===== config.mk =====
export PLATFORM = sky130hd
export DESIGN_NAME = array_linked_list_engine_unit
export DESIGN_NICKNAME = d
export VERILOG_FILES = /design/src/design/alle_pkg.sv /design/src/design/alle_dpath.sv /design/src/design/alle_ctrl.sv /design/src/design/array_linked_list_engine_unit.sv
export VERILOG_INCLUDE_DIRS = /design/src /design/src/design
export SDC_FILE = /design/constraint.sdc
export NUM_CORES = 1
export LEC_CHECK = 0
export BUFFER_PORTS_ARGS = -buffer_cell sky130_fd_sc_hd__clkbuf_2
export CORE_AREA = 3 3 226 228
export CTS_CLUSTER_DIAMETER = 40
export CTS_CLUSTER_SIZE = 14
export DETAILED_ROUTE_END_ITERATION = 10
export DIE_AREA = 0 0 229 231
export PLACE_DENSITY = 0.84
export RECOVER_POWER = 50
export SYNTH_ARGS = -nofsm -noshare
export SYNTH_HDL_FRONTEND = slang
export SYNTH_SLANG_ARGS = --single-unit

===== constraint.sdc =====
create_clock -name clk -period 8.3 [get_ports clk]
set_input_delay 0.83 -clock clk [delete_from_list [all_inputs] [get_ports clk]]
set_output_delay 0.83 -clock clk [all_outputs]
set_load 0.02 [all_outputs]

===== src/design/array_linked_list_engine_unit_macros.svh =====
// ----------------------------------------------------------------------------
// Assertion macros for the linked list engine
// Shorthand for clocked checks, disabled while reset is held.
// ----------------------------------------------------------------------------
`ifndef ARRAY_LINKED_LIST_ENGINE_UNIT_MACROS_SVH
`define ARRAY_LINKED_LIST_ENGINE_UNIT_MACROS_SVH

// same-cycle implication
`define ALLE_ASSERT_NOW(label, ante, cons, msg) \
  label: assert property (@(posedge clk) disable iff (!rst_n) (ante) |-> (cons)) \
    else $error(msg);

// next-cycle implication
`define ALLE_ASSERT_NEXT(label, ante, cons, msg) \
  label: assert property (@(posedge clk) disable iff (!rst_n) (ante) |=> (cons)) \
    else $error(msg);

`endif


===== src/design/alle_pkg.sv =====
// ----------------------------------------------------------------------------
// alle_pkg
// Sizes, command codes, datapath operations and the controller/datapath types.
// ----------------------------------------------------------------------------
`timescale 1ns / 1ps

package alle_pkg;

  localparam int SLOTS  = 16;
  localparam int SLOT_W = $clog2(SLOTS);
  localparam int PTR_W  = SLOT_W + 1;        // slot index plus the none code
  localparam int LEN_W  = $clog2(SLOTS + 1);
  localparam int KEY_W  = 32;
  localparam int CMD_W  = 3;

  localparam logic [PTR_W-1:0] NIL = PTR_W'(SLOTS);

  // command codes
  localparam logic [CMD_W-1:0] CMD_INSERT = 3'd0;
  localparam logic [CMD_W-1:0] CMD_APPEND = 3'd1;
  localparam logic [CMD_W-1:0] CMD_REMOVE = 3'd2;
  localparam logic [CMD_W-1:0] CMD_FIND   = 3'd3;
  localparam logic [CMD_W-1:0] CMD_FRONT  = 3'd4;
  localparam logic [CMD_W-1:0] CMD_BACK   = 3'd5;

  typedef logic [3:0] op_t;

  // datapath operations
  localparam op_t OP_NONE     = 4'd0;
  localparam op_t OP_LOAD     = 4'd1;  // capture word, start walk at head
  localparam op_t OP_STEP     = 4'd2;  // one slot of the walk
  localparam op_t OP_TAKE     = 4'd3;  // pop free slot, store key, terminate it
  localparam op_t OP_LINK     = 4'd4;  // hang taken slot behind last, length up
  localparam op_t OP_UNLINK   = 4'd5;  // bypass found slot
  localparam op_t OP_FREE     = 4'd6;  // push found slot on free chain, length down
  localparam op_t OP_TO_FRONT = 4'd7;  // found slot becomes head
  localparam op_t OP_LAST_LNK = 4'd8;  // last slot points to found slot
  localparam op_t OP_TERM     = 4'd9;  // found slot points to none
  localparam op_t OP_RESULT   = 4'd10; // load output register

  typedef struct packed {
    op_t  op;
    logic ok;
  } ctrl_cmd_t;

  typedef struct packed {
    logic             walk_done;
    logic             hit;
    logic             free_avail;
    logic             prev_valid;
    logic             last_is_found;
    logic             out_busy;
    logic [CMD_W-1:0] cmd;
  } dp_status_t;

endpackage


===== src/design/alle_dpath.sv =====
// ----------------------------------------------------------------------------
// alle_dpath
// Slot arrays, list pointers, walk registers and the output register.
// ----------------------------------------------------------------------------
`timescale 1ns / 1ps

module alle_dpath (
  input  logic                          clk,
  input  logic                          rst_n,
  input  alle_pkg::ctrl_cmd_t           ctrl,
  output alle_pkg::dp_status_t          status,
  input  logic [alle_pkg::CMD_W-1:0]    in_cmd,
  input  logic [alle_pkg::KEY_W-1:0]    in_key,
  input  logic [alle_pkg::SLOT_W-1:0]   in_tgt,
  output logic                          out_valid,
  input  logic                          out_ready,
  output logic                          out_success,
  output logic [alle_pkg::SLOT_W-1:0]   out_slot,
  output logic [alle_pkg::LEN_W-1:0]    out_len
);
  import alle_pkg::*;

  // slot arrays
  logic [KEY_W-1:0] key_mem_r  [SLOTS];
  logic [PTR_W-1:0] next_mem_r [SLOTS];

  // captured word and walk state
  logic [CMD_W-1:0]  cmd_r, cmd_nxt;
  logic [KEY_W-1:0]  key_r, key_nxt;
  logic [SLOT_W-1:0] tgt_r, tgt_nxt;
  logic [PTR_W-1:0]  cur_r, cur_nxt, before_r, before_nxt;
  logic [PTR_W-1:0]  found_r, found_nxt, prev_r, prev_nxt, last_r, last_nxt;
  logic [LEN_W-1:0]  steps_r, steps_nxt;
  logic              hit_r, hit_nxt;

  // list pointers
  logic [PTR_W-1:0] head_r, head_nxt, free_r, free_nxt;
  logic [LEN_W-1:0] len_r, len_nxt;

  // output register
  logic              out_valid_r, out_valid_nxt, out_success_r, out_success_nxt;
  logic [SLOT_W-1:0] out_slot_r, out_slot_nxt;
  logic [LEN_W-1:0]  out_len_r, out_len_nxt;

  // single read and write port on the link array
  logic [PTR_W-1:0] rd_ptr, rd_next;
  logic [KEY_W-1:0] rd_key;
  logic             nw_en, kw_en, match;
  logic [PTR_W-1:0] nw_addr, nw_data;

  always_comb begin
    unique case (ctrl.op)
      OP_TAKE:   rd_ptr = free_r;
      OP_UNLINK: rd_ptr = found_r;
      default:   rd_ptr = cur_r;
    endcase
  end

  assign rd_next = next_mem_r[rd_ptr[SLOT_W-1:0]];
  assign rd_key  = key_mem_r[cur_r[SLOT_W-1:0]];

  // compare by key or by slot, depending on the command
  always_comb begin
    unique case (cmd_r)
      CMD_INSERT, CMD_REMOVE, CMD_FIND: match = (rd_key == key_r);
      CMD_FRONT, CMD_BACK:              match = (cur_r == PTR_W'(tgt_r));
      default:                          match = 1'b0;
    endcase
  end

  // operation decode
  always_comb begin
    cmd_nxt = cmd_r; key_nxt = key_r; tgt_nxt = tgt_r;
    cur_nxt = cur_r; before_nxt = before_r; steps_nxt = steps_r;
    hit_nxt = hit_r; found_nxt = found_r; prev_nxt = prev_r; last_nxt = last_r;
    head_nxt = head_r; free_nxt = free_r; len_nxt = len_r;
    out_success_nxt = out_success_r; out_slot_nxt = out_slot_r; out_len_nxt = out_len_r;
    out_valid_nxt = out_valid_r && !out_ready;
    nw_en = 1'b0; nw_addr = found_r; nw_data = NIL; kw_en = 1'b0;
    unique case (ctrl.op)
      OP_LOAD: begin
        cmd_nxt = in_cmd; key_nxt = in_key; tgt_nxt = in_tgt;
        cur_nxt = head_r; before_nxt = NIL; steps_nxt = '0;
        hit_nxt = 1'b0; found_nxt = NIL; prev_nxt = NIL; last_nxt = NIL;
      end
      OP_STEP: begin
        if (!hit_r && match) begin
          hit_nxt = 1'b1; found_nxt = cur_r; prev_nxt = before_r;
        end
        last_nxt = cur_r; before_nxt = cur_r; cur_nxt = rd_next;
        steps_nxt = steps_r + LEN_W'(1);
      end
      OP_TAKE: begin
        free_nxt = rd_next; found_nxt = free_r; kw_en = 1'b1;
        nw_en = 1'b1; nw_addr = free_r; nw_data = NIL;
      end
      OP_LINK: begin
        if (last_r != NIL) begin
          nw_en = 1'b1; nw_addr = last_r; nw_data = found_r;
        end else begin
          head_nxt = found_r;
        end
        len_nxt = len_r + LEN_W'(1);
      end
      OP_UNLINK: begin
        if (prev_r != NIL) begin
          nw_en = 1'b1; nw_addr = prev_r; nw_data = rd_next;
        end else begin
          head_nxt = rd_next;
        end
      end
      OP_FREE: begin
        nw_en = 1'b1; nw_addr = found_r; nw_data = free_r;
        free_nxt = found_r; len_nxt = len_r - LEN_W'(1);
      end
      OP_TO_FRONT: begin
        nw_en = 1'b1; nw_addr = found_r; nw_data = head_r; head_nxt = found_r;
      end
      OP_LAST_LNK: begin
        nw_en = 1'b1; nw_addr = last_r; nw_data = found_r;
      end
      OP_TERM: begin
        nw_en = 1'b1; nw_addr = found_r; nw_data = NIL;
      end
      OP_RESULT: begin
        out_valid_nxt   = 1'b1;
        out_success_nxt = ctrl.ok;
        out_slot_nxt    = ctrl.ok ? found_r[SLOT_W-1:0] : '0;
        out_len_nxt     = len_r;
      end
      default: ;
    endcase
  end

  // control registers and link array
  always_ff @(posedge clk) begin
    if (!rst_n) begin
      head_r      <= NIL;
      free_r      <= '0;
      len_r       <= '0;
      out_valid_r <= 1'b0;
      for (int i = 0; i < SLOTS; i++) begin
        next_mem_r[i] <= PTR_W'(i + 1);
      end
    end else begin
      head_r      <= head_nxt;
      free_r      <= free_nxt;
      len_r       <= len_nxt;
      out_valid_r <= out_valid_nxt;
      if (nw_en) begin
        next_mem_r[nw_addr[SLOT_W-1:0]] <= nw_data;
      end
    end
  end

  // payload registers
  always_ff @(posedge clk) begin
    cmd_r <= cmd_nxt; key_r <= key_nxt; tgt_r <= tgt_nxt;
    cur_r <= cur_nxt; before_r <= before_nxt; steps_r <= steps_nxt;
    hit_r <= hit_nxt; found_r <= found_nxt; prev_r <= prev_nxt; last_r <= last_nxt;
    out_success_r <= out_success_nxt; out_slot_r <= out_slot_nxt; out_len_r <= out_len_nxt;
    if (kw_en) begin
      key_mem_r[free_r[SLOT_W-1:0]] <= key_r;
    end
  end

  // status to the controller
  assign status.walk_done     = (cur_r >= NIL) || (steps_r == LEN_W'(SLOTS));
  assign status.hit           = hit_r;
  assign status.free_avail    = (free_r != NIL);
  assign status.prev_valid    = (prev_r != NIL);
  assign status.last_is_found = (last_r == found_r);
  assign status.out_busy      = out_valid_r && !out_ready;
  assign status.cmd           = cmd_r;

  assign out_valid   = out_valid_r;
  assign out_success = out_success_r;
  assign out_slot    = out_slot_r;
  assign out_len     = out_len_r;

endmodule


===== src/design/alle_ctrl.sv =====
// ----------------------------------------------------------------------------
// alle_ctrl
// Sequencer: accepts a word, runs the walk, then the pointer updates, then
// posts the result.
// ----------------------------------------------------------------------------
`timescale 1ns / 1ps

module alle_ctrl (
  input  logic                  clk,
  input  logic                  rst_n,
  input  logic                  in_valid,
  output logic                  in_ready,
  input  alle_pkg::dp_status_t  status,
  output alle_pkg::ctrl_cmd_t   ctrl
);
  import alle_pkg::*;

  localparam logic [2:0] S_IDLE   = 3'd0;
  localparam logic [2:0] S_WALK   = 3'd1;
  localparam logic [2:0] S_LINK   = 3'd2;
  localparam logic [2:0] S_FREE   = 3'd3;
  localparam logic [2:0] S_FRONT  = 3'd4;
  localparam logic [2:0] S_LASTLN = 3'd5;
  localparam logic [2:0] S_TERM   = 3'd6;
  localparam logic [2:0] S_RESULT = 3'd7;

  logic [2:0] state_r, state_nxt;
  logic       ok_r, ok_nxt;
  op_t        op;

  always_comb begin
    state_nxt = state_r;
    ok_nxt    = ok_r;
    op        = OP_NONE;
    unique case (state_r)
      S_IDLE: begin
        if (in_valid) begin
          op = OP_LOAD; state_nxt = S_WALK;
        end
      end
      S_WALK: begin
        if (!status.walk_done) begin
          op = OP_STEP;
        end else begin
          // walk finished: pick the update path or fail
          ok_nxt = 1'b0; state_nxt = S_RESULT;
          unique case (status.cmd)
            CMD_INSERT, CMD_APPEND: begin
              if ((status.cmd == CMD_APPEND || !status.hit) && status.free_avail) begin
                op = OP_TAKE; ok_nxt = 1'b1; state_nxt = S_LINK;
              end
            end
            CMD_REMOVE: begin
              if (status.hit) begin
                op = OP_UNLINK; ok_nxt = 1'b1; state_nxt = S_FREE;
              end
            end
            CMD_FIND: ok_nxt = status.hit;
            CMD_FRONT: begin
              if (status.hit && status.prev_valid) begin
                op = OP_UNLINK; ok_nxt = 1'b1; state_nxt = S_FRONT;
              end
            end
            CMD_BACK: begin
              if (status.hit && !status.last_is_found) begin
                op = OP_UNLINK; ok_nxt = 1'b1; state_nxt = S_LASTLN;
              end
            end
            default: ;
          endcase
        end
      end
      S_LINK:   begin op = OP_LINK;     state_nxt = S_RESULT; end
      S_FREE:   begin op = OP_FREE;     state_nxt = S_RESULT; end
      S_FRONT:  begin op = OP_TO_FRONT; state_nxt = S_RESULT; end
      S_LASTLN: begin op = OP_LAST_LNK; state_nxt = S_TERM;   end
      S_TERM:   begin op = OP_TERM;     state_nxt = S_RESULT; end
      S_RESULT: begin
        // hold until the output register can take the word
        if (!status.out_busy) begin
          op = OP_RESULT; state_nxt = S_IDLE;
        end
      end
      default: state_nxt = S_IDLE;
    endcase
  end

  always_ff @(posedge clk) begin
    if (!rst_n) begin
      state_r <= S_IDLE;
      ok_r    <= 1'b0;
    end else begin
      state_r <= state_nxt;
      ok_r    <= ok_nxt;
    end
  end

  assign in_ready = (state_r == S_IDLE);
  assign ctrl.op  = op;
  assign ctrl.ok  = ok_r;

endmodule


===== src/design/array_linked_list_engine_unit.sv =====
// ----------------------------------------------------------------------------
// array_linked_list_engine_unit
// Linked list of 32-bit keys in 16 slots with a free-slot chain. One command
// word in, one result word out. The list is walked one slot per cycle over
// the single read port of the link array. The first pointer update shares
// the cycle that ends the walk, and each further one is a state of its own:
// none more for find and for failed commands, one more for insert, append,
// remove and move to front, two more for move to back. A finished result
// waits in the output register while the next command is already taken; the
// next result then waits until that word is taken.
// ----------------------------------------------------------------------------
`timescale 1ns / 1ps
`include "array_linked_list_engine_unit_macros.svh"

module array_linked_list_engine_unit (
  input  logic        clk,
  input  logic        rst_n,
  input  logic        in_tvalid,
  output logic        in_tready,
  input  logic [39:0] in_tdata,   // key[31:0], target_slot[35:32], zero pad
  input  logic [2:0]  in_tuser,   // command[2:0]
  output logic        out_tvalid,
  input  logic        out_tready,
  output logic [15:0] out_tdata   // success[0], slot[4:1], length[9:5], zero pad
);
  import alle_pkg::*;

  ctrl_cmd_t         ctrl;
  dp_status_t        status;
  logic              out_success;
  logic [SLOT_W-1:0] out_slot;
  logic [LEN_W-1:0]  out_len;

  alle_ctrl u_ctrl (
    .clk      (clk),
    .rst_n    (rst_n),
    .in_valid (in_tvalid),
    .in_ready (in_tready),
    .status   (status),
    .ctrl     (ctrl)
  );

  alle_dpath u_dpath (
    .clk         (clk),
    .rst_n       (rst_n),
    .ctrl        (ctrl),
    .status      (status),
    .in_cmd      (in_tuser),
    .in_key      (in_tdata[31:0]),
    .in_tgt      (in_tdata[35:32]),
    .out_valid   (out_tvalid),
    .out_ready   (out_tready),
    .out_success (out_success),
    .out_slot    (out_slot),
    .out_len     (out_len)
  );

  assign out_tdata = {6'd0, out_len, out_slot, out_success};

  // checks
  `ALLE_ASSERT_NEXT(a_busy_after_accept, in_tvalid && in_tready, !in_tready, "accepted twice")
  `ALLE_ASSERT_NOW(a_result_slot_free, ctrl.op == OP_RESULT, !status.out_busy, "result overrun")
  `ALLE_ASSERT_NOW(a_fail_slot_zero, out_tvalid && !out_tdata[0], out_tdata[4:1] == 4'd0, "slot on fail")
  `ALLE_ASSERT_NOW(a_len_bound, out_tvalid, out_tdata[9:5] <= 5'(SLOTS), "length overflow")

endmodule


# Word-level counts from Yosys, hierarchy flattened
# Memory sizes are Yosys's and may differ from the RTL's. A register that Yosys moved wholly into a read port is not among the register bits.
# Cells that the tools add are included.
# totals
ram_bits,592
in_bits,47
reg_bits,95
memories,2
out_inout_bits,18
elab_cells,147
# op_classes
n_lt_le_gt_ge,1
n_eq_ne,35
mux,60
n_reduce_logical,28
add_sub_neg,3
# memory_table
memory,depth,width,rd,rd_clocked_by_memory_dff,write_ports,line_no,source
u_dpath.key_mem_r,16,32,1,1,1,alle_dpath.sv:24,logic [KEY_W-1:0] key_mem_r [SLOTS];
u_dpath.next_mem_r,16,5,1,0,16,alle_dpath.sv:25,logic [PTR_W-1:0] next_mem_r [SLOTS];
# ops
op,n
one-hot mux 5 bit (2 select lines),6
two-way mux 5 bit,7
== test 32 bit,1
one-hot mux 4 bit (4 select lines),2
one-hot mux 4 bit (8 select lines),1
one-hot mux 5 bit (3 select lines),2
one-hot mux 5 bit (5 select lines),1
two-way mux 3 bit,8
two-way mux 4 bit,6
"== test 3 bit, second input constant",6
two-way mux 1 bit,17
"== test 4 x 3 -> 1 bit, second input constant",4
"inequality test 5 bit, second input constant",3
one-hot mux 3 bit (5 select lines),1
"== test 3 x 2 -> 1 bit, second input constant",4
"== test 4 bit, second input constant",3
one-hot mux 3 bit (4 select lines),1
"adder 5 x 1 -> 5 bit, second input constant",2
OR reduction 5 bit,2
"== test 4 x 2 -> 1 bit, second input constant",2
"inequality test 2 bit, second input constant",4
one-hot mux 4 bit (2 select lines),1
"== test 3 x 1 -> 1 bit, second input constant",2
zero test 3 bit,2
other kinds (21),39

# Depth between registers and ports, before layout
# Gate-level depths: netlist of run 1.
# logic_depth
word_depth,15
mapped_depth,16
depth_no_buf,12

# Hierarchy
# A second synthesis of run 1 with hierarchy kept.
# unflattened
cells_unflattened,1755
area_unflattened_um2,29213.0
# modules_own_cells
mod,area_per_inst_um2,cells_each,instances,seq_area_each_um2
alle_dpath,28717.5,1684,1,20429.6
alle_ctrl,439.2,63,1,80.1
array_linked_list_engine_unit,56.3,8,1,0.0

# Worst setup path after synthesis of run 1
# Ideal clock, no wire load.
# synth_path
path_type,register -> register
from,register u_dpath.hit_r
to,"memory u_dpath.key_mem_r[2][0], enable pin"
synth_period_minus_slack_ns,5.169
setup_ns,0.502
t_required_ns,7.798
arrival_ns,4.667
path_stages_with_launch,6
path_buffers,0
setup_slack_ns,3.131
cell_sequence,edfxtp_1 -> nor2b_1 -> a2111o_2 -> nor2_2 -> nand2_1 -> nor4_1
# synth_between
elab_chain_len,11
word_cells_on_any_way,16
cone_classes,eq/ne (1); mux (10); reduce/logical (5)
# synth_rtl
element,line_no,source
from (decl),alle_dpath.sv:34,"logic hit_r, hit_nxt;"
from (signal assigned),alle_dpath.sv:160,hit_r <= hit_nxt; found_r <= found_nxt; prev_r <= prev_nxt; last_r <= last_nxt;
zero test 1 bit,alle_ctrl.sv:49,if ((status.cmd == CMD_APPEND || !status.hit) && status.free_avail) begin
logical OR 1 bit,alle_ctrl.sv:49,
logical AND 1 bit,alle_ctrl.sv:49,
two-way mux 2 bit,alle_ctrl.sv:49,
one-hot mux 4 bit (4 select lines) (*),alle_ctrl.sv:47,unique case (status.cmd)
two-way mux 4 bit (*),alle_ctrl.sv:42,if (!status.walk_done) begin
one-hot mux 4 bit (8 select lines) (*),alle_ctrl.sv:35,unique case (state_r)
== test 4 x 2 -> 1 bit (*),alle_dpath.sv:80,unique case (ctrl.op)
two-way mux 1 bit (*),alle_dpath.sv:80,
two-way mux 1 bit (*),alle_dpath.sv:162,if (kw_en) begin
two-way mux 1 bit (implied by the code) (*),alle_dpath.sv:163,key_mem_r[free_r[SLOT_W-1:0]] <= key_r;
to (decl),alle_dpath.sv:24,
# Every way passes the cells marked *; elsewhere a longest branch is shown, timed or not.

==> results of run 1 <==
worst paths after layout:
path	startpoint	to	slack, ns	cells after the start
max	u_dpath.steps_r[0]	u_dpath.next_mem_r[5][1]	2.88	13
min	in_tdata[21]	u_dpath.key_r[21]	0.38	1
max reg2reg	u_dpath.steps_r[0]	u_dpath.next_mem_r[5][1]	2.88	13
min reg2reg	u_dpath.len_r[4]	u_dpath.out_len[4]	0.46	0
kinds of logic after synthesis:
group | synth area share [%]
AOI/OAI and AO/OA | 3.98
xor gates and xnor gates | 1.51
adders and majority gates | 0.291
buffers and inverters | 1.64
DFF | 72.4
muxes | 14.4
other | 0.0132
and+or+nand+nor | 5.74
power breakdown:
part	internal (mW)	leakage [nW]	switching, mW	total, mW
clock	2.31	1.42	1.53	3.85
combinational	0.565	2.76	0.672	1.24
sequential	3.93	6.20	0.160	4.09
total	6.81	10.4	2.36	9.17
routing by layer:
metal	global-route usage (%)	wire, µm	vias to the layer above
met5	0	0	-
met2	43.9	34600	1014
met4	10.1	2300	0
met3	5.05	6120	166
li1	-	-	6287
met1	34.6	24700	7837
critical path: stages, from the launching register on:
cell	delay [ns]
edfxtp_1	0.43
inv_1	0.10
ha_1	0.14
nor4bb_1	0.69
nor2_1	0.08
clkbuf_1	0.27
nor2_1	0.40
a21o_1	0.72
a21boi_1	0.33
nand2_1	0.50
nand2_1	0.11
o22a_1	0.30
a31oi_2	0.89
nand3_1	0.17
per-stage QoR:
step,utilization (%),cell area (µm²)
final,65.8,32300
after floorplan,-,28400
after CTS,66.0,32400
after detailed placement,59.9,29400
after global placement,59.9,29400
after global routing,65.8,32300
final cells by class:
type / count / area (µm²) / share of cell area [%]
Clock inverter: 60 / 699 / 2.17
Timing Repair Buffer: 81 / 445 / 1.38
Sequential cell: 691 / 20500 / 63.6
Clock buffer: 96 / 2260 / 7.01
Tap cell: 664 / 831 / 2.57
Inverter: 17 / 63.8 / 0.198
Multi-Input combinational cell: 722 / 7460 / 23.1
Yosys cell counts, types with 7 or more instances:
| cell type | instances | area (µm²) |
|---|---|---|
| a21oi_1 | 16 | 80.1 |
| a221o_1 | 7 | 70.1 |
| a22oi_1 | 12 | 90.1 |
| a31oi_1 | 7 | 43.8 |
| and2_1 | 15 | 93.8 |
| and3_1 | 14 | 87.6 |
| buf_1 | 18 | 67.6 |
| buf_2 | 14 | 70.1 |
| buf_4 | 11 | 82.6 |
| clkbuf_1 | 36 | 135 |
| dfxtp_1 | 24 | 480 |
| edfxtp_1 | 667 | 20000 |
| inv_1 | 17 | 63.8 |
| mux2_2 | 17 | 191 |
| mux2i_1 | 32 | 320 |
| mux4_2 | 159 | 3580 |
| nand2_1 | 83 | 312 |
| nand2b_1 | 16 | 100 |
| nand3_1 | 37 | 185 |
| nor2_1 | 70 | 263 |
| nor2_2 | 11 | 68.8 |
| nor2b_1 | 12 | 75.1 |
| nor3_1 | 18 | 90.1 |
| nor4_1 | 11 | 68.8 |
| o21ai_0 | 16 | 80.1 |
| xnor2_1 | 8 | 70.1 |
| xor2_1 | 41 | 359 |
==> summary.md, run 1 <==
| Metric | Value |
|---|---|
| Status | `finished, violations left` |
| Failing checks | `max-capacitance violations, max-slew violations` |
| VDD IR max | `166 µV` |
| Crit Path Class | `reg -> reg` |
| Most frequent cells in the layout | `667 x edfxtp_1, 159 x mux4_2, 89 x clkbuf_16` |
| Crit path time final | `between 5 and 6 ns` |
| Tot Pwr | `9.17 mW` |
| # setup viols final | `0` |
| Crit end category | `flop` |
| Die width | `about 230 µm` |
| Clk Latency, worst-skew pair | `0.63 ns` |
| Share of layout cells above drive strength 1 | `a little over a quarter` |
| Final ANT Viol Nets | `0` |
| Non-filler cells, final | `about 2,300` |
| Placed cells | `2,175` |
| Post-synthesis cell area | `about 28,000 µm²` |
| Hold Crit Class | `in -> reg` |
| Initial antenna violation count | `0` |
| Ys async rst share | `0%` |
| Commonest non-fill, non-tap cell in the layout | `edfxtp_1` |
| Hold WS | `approximately 0.38 ns` |
| Vias/cell | `6.57` |
| Area delta synth->final | `13.9%` |
| Htree depth | `3` |
| Placer Congestion | `around 0.95` |
| DRC viols | `0` |
| PD cells | `around 280 nW/µm²` |
| Sink Count | `slightly below 700` |
| CP Data Required Time | `about 8.6 ns` |
| Setup TNS | `0 ns` |
| CTS-repair resized insts | `0` |
| CP Launch Type | `flop` |
| Max cap viols | `4` |
| F_max | `0.184 GHz` |
| Post-DP HPWL | `roughly 35,000 µm` |
| P_leak | `slightly above 10 nW` |
| Part of the cycle the worst path needs | `65.3%` |
| Nets | `roughly 1,700` |
| Clock transition at the registers of the reported paths | `around 0.060 ns` |
| CTS root buf | `clkbuf_16` |
| Largest net degree at the start of global routing | `60` |
| Setup skew after layout | `roughly 0.023 ns` |
| Flops & latches, synth | `a little under 700` |
| Worst Tran Pin Value | `about 3.5 ns` |
| Main synth FF type | `edfxtp_1` |
| Die height | `between 200 and 250 µm` |
| Initial Util | `57.8%` |
| N_diodes | `0` |
| Iteration-0 DRC Markers | `2,160` |
| First-pass GRT wire length | `roughly 100,000 µm` |
| Fillers | `3,138` |
| Vias in the first global route | `between 15,000 and 20,000` |
| Number of post-CTS setup repair buffers | `0` |
| Final Hold Fails | `0` |
| Post-Route WL | `~68,000 µm` |
| RSZ-0062 raised after global routing | `false` |
| WP data arrival | `5.76 ns` |
| Critical-path maximum fanout | `19` |
| DR vias | `between 15,000 and 20,000` |
| Port Buffers | `54` |
| EDFF count, synth | `667` |
| Die ar. | `~53,000 µm²` |
| Core area | `49,100 µm²` |
| Pre-CTS setup slack | `between 3 and 4 ns` |
| CTS tree | `built` |
| Gr usage total | `between 20% and 30%` |
| Number of buffers created by CTS | `86` |
| Slew headroom | `-134%` |
| Remaining global-route overflow | `0` |
| Sequential share of the synthesized area | `~72%` |
| Syn avg cell area | `about 19 µm²` |
| Max Slew Vio Count | `145` |
| I/O pin count | `65` |
| Hold Buf Count CTS | `0` |
| Pre-Repair DR Iteration Count | `6` |
| Setup ws final | `between 2 and 3 ns` |
| Cell Rows | `81` |
| Mapped Cells | `around 1,500` |
| Max FFs per register | `~500` |
| WL per Instance | `a little under 30 µm` |
| Longest Clk Path Bufs | `3` |
| Synth cell types | `83` |
| Yosys synthesis warning count | `0` |
(Power assumes the default switching activity.)
==> run 2: changes to the inputs <==
Settings changed: CORE_AREA 3 3 226 228 to 3 3 229 231, DIE_AREA 0 0 229 231 to 0 0 232 234, PLACE_DENSITY 0.84 to 0.85.
Clock period 8.3 ns to 4.6 ns, I/O delays scaled along.
==> run 2 against run 1 <==
Against the previous run:
- largest cell class unchanged
- cell area up 1.7%
- sequential cell count unchanged
- the flow still finishes with violations (max-capacitance violations, max-slew violations)
- sequential share of layout area down 1.0 points
- non-clock buffer count up 68
==> summary.md, run 2 (same netlist as run 1, synthesis figures left out) <==
| Metric | Value |
|---|---|
| Status | `finished, violations left` |
| Failing checks | `max-capacitance violations, max-slew violations` |
| Final ANT Viol Nets | `0` |
| Met2 WL post-DR | `around 37,000 µm` |
| Setup TNS | `0 ns` |
| Die height | `between 200 and 250 µm` |
| Pre-Repair DR Iteration Count | `6` |
| Commonest non-fill, non-tap cell in the layout | `edfxtp_1` |
| Max cap viols | `2` |
| Worst Hold Depth | `1` |
| Max Slew Vio Count | `43` |
| WL per Instance | `29.7 µm` |
| Sw Ratio | `~27%` |
| Initial Util | `approximately 56%` |
| Max FFs per register | `around 510` |
| F_max | `between 0.2 and 0.25 GHz` |
| Die ar. | `about 54,000 µm²` |
| PD cells | `499 nW/µm²` |
| Part of the cycle the worst path needs | `93.6%` |
| Vias/cell | `between 6 and 7` |
| Worst hold path endpoint | `u_dpath.key_r[1]` |
| Number of buffers created by CTS | `between 80 and 90` |
| Clk pwr share | `~40%` |
| Cell Rows | `82` |
| Hold Crit Class | `in -> reg` |
| Largest net degree at the start of global routing | `40` |
| Initial antenna violation count | `3` |
| Hold Buf Count CTS | `21` |
| Nets | `between 1,500 and 2,000` |
| CTS root buf | `clkbuf_16` |
| Crit end category | `flop` |
| Hold path start | `in_tdata[1]` |
| CTS tree | `built` |
| VDD IR max | `approximately 480 µV` |
| P_leak | `10.7 nW` |
| Hold WS | `between 0.02 and 0.03 ns` |
| Vias in the first global route | `16,200` |
| Post-DP HPWL | `approximately 39,000 µm` |
| CP Data Required Time | `between 4 and 5 ns` |
| Met3 wire length | `between 6000 and 7000 µm` |
| Number of post-CTS setup repair buffers | `0` |
| Port Buffers | `54` |
| Gr usage total | `between 20 and 30%` |
| Worst r2r dst | `u_dpath.key_mem_r[4][4]` |
| Setup skew after layout | `about 0.034 ns` |
| Most frequent cells in the layout | `667 x edfxtp_1, 159 x mux4_2, 84 x clkbuf_16` |
| Non-filler cells, final | `around 2,400` |
| Area delta synth->final | `15.8%` |
| R2R Path Start | `u_dpath.steps_r[0]` |
| Core area | `about 50,000 µm²` |
| Clk Latency, worst-skew pair | `around 0.63 ns` |
| DRC viols | `0` |
| Htree depth | `3` |
| Crit Path Class | `reg -> reg` |
| Remaining global-route overflow | `0` |
| I/O pin count | `65` |
| Flop-to-flop setup slack | `roughly 0.3 ns` |
| Top layer in use | `met5` |
| Placer Congestion | `0.912` |
| Longest Clk Path Bufs | `3` |
| First-pass GRT wire length | `~110,000 µm` |
| WP data arrival | `4.61 ns` |
| Util after Layout | `~65%` |
| Clock transition at the registers of the reported paths | `~0.060 ns` |
| DR vias | `~16,000` |
| Critical-path maximum fanout | `12` |
| WL met1 | `approximately 26,000 µm` |
| Post-Route WL | `roughly 71,000 µm` |
| Share of layout cells above drive strength 1 | `a little over a quarter` |
| Slew headroom | `-75.7%` |
| Final Cell Area | `about 33,000 µm²` |
| Sink Count | `between 600 and 700` |
| P_sw | `4.39 mW` |
| Fillers | `3,230` |
| P_int | `approximately 12 mW` |
| CP Launch Type | `flop` |
| Worst Tran Pin Value | `~2.6 ns` |
| # setup viols final | `0` |
| Placed standard-cell area | `between 20,000 and 30,000 µm²` |
| Die width | `~230 µm` |
| Part of the power in registers | `44.8%` |
| Reg2reg path depth | `9` |
| CTS-repair resized insts | `0` |
| Iteration-0 DRC Markers | `about 2,000` |
| Comb pwr share | `between 10% and 20%` |
| Crit path time final | `between 4 and 5 ns` |
| RSZ-0062 raised after global routing | `false` |
| Placed cells | `about 2,200` |
| Final Hold Fails | `0` |
-- run 2: how the worst max path moves through the flow --
stage	startpoint	end	slack [ns]
3_3_place_gp	flop	u_dpath.found_r[1]	0.54
4_1_cts	flop	u_dpath.found_r[3]	0.36
6_report	u_dpath.steps_r[0]	u_dpath.key_mem_r[4][4]	0.29
3_5_place_dp	flop	u_dpath.found_r[1]	0.43
2_1_floorplan	u_dpath.hit_r	u_dpath.key_mem_r[3][0]	0.14
5_1_grt	u_dpath.steps_r[0]	u_dpath.key_mem_r[4][4]	0.06
-- run 2: final cells by class --
type | count | area, µm² | area share, %
diodes | 1 | 2.50 | 0.00762
inverters | 17 | 63.8 | 0.194
well taps | 672 | 841 | 2.56
repair buffers | 149 | 1150 | 3.51
multi-input cells | 722 | 7460 | 22.7
clock buffers | 87 | 2110 | 6.44
flip-flops and latches | 691 | 20500 | 62.5
clock inverters | 63 | 669 | 2.04
-- run 2: routing by layer --
| metal | track usage (%) | vias to the layer above |
|---|---|---|
| li1 | - | 6414 |
| met1 | 34.5 | 8044 |
| met2 | 46.1 | 991 |
| met3 | 5.20 | 208 |
| met4 | 11.1 | 6 |
| met5 | 0 | - |
-- run 2: worst max-delay path, cell delays in order (launching register included) --
cell      delay, ns
edfxtp_1       0.43
inv_1          0.08
ha_1           0.14
nor4bb_4       0.37
o21ai_0        0.27
nor2_1         0.21
clkbuf_1       0.45
nand2_1        0.33
nor2_1         1.23
buf_4          0.44
-- run 2: metrics by stage --
stage / power, mW / setup WS (ns)
4_1_cts: 16.4 / 0.365
3_5_place_dp: 9.87 / 0.435
6_report: 16.4 / 0.293
2_1_floorplan: 9.09 / 0.142
5_1_grt: 16.9 / 0.0596
3_3_place_gp: 9.79 / 0.542
-- run 2: power groups by stage --
stage	Clock (mW)	Combinational, mW	Sequential, mW
3_5_place_dp	0	2.42	7.46
3_3_place_gp	0	2.35	7.44
2_1_floorplan	0	1.77	7.31
6_report	6.54	2.50	7.33
5_1_grt	6.86	2.63	7.36
4_1_cts	6.61	2.50	7.33
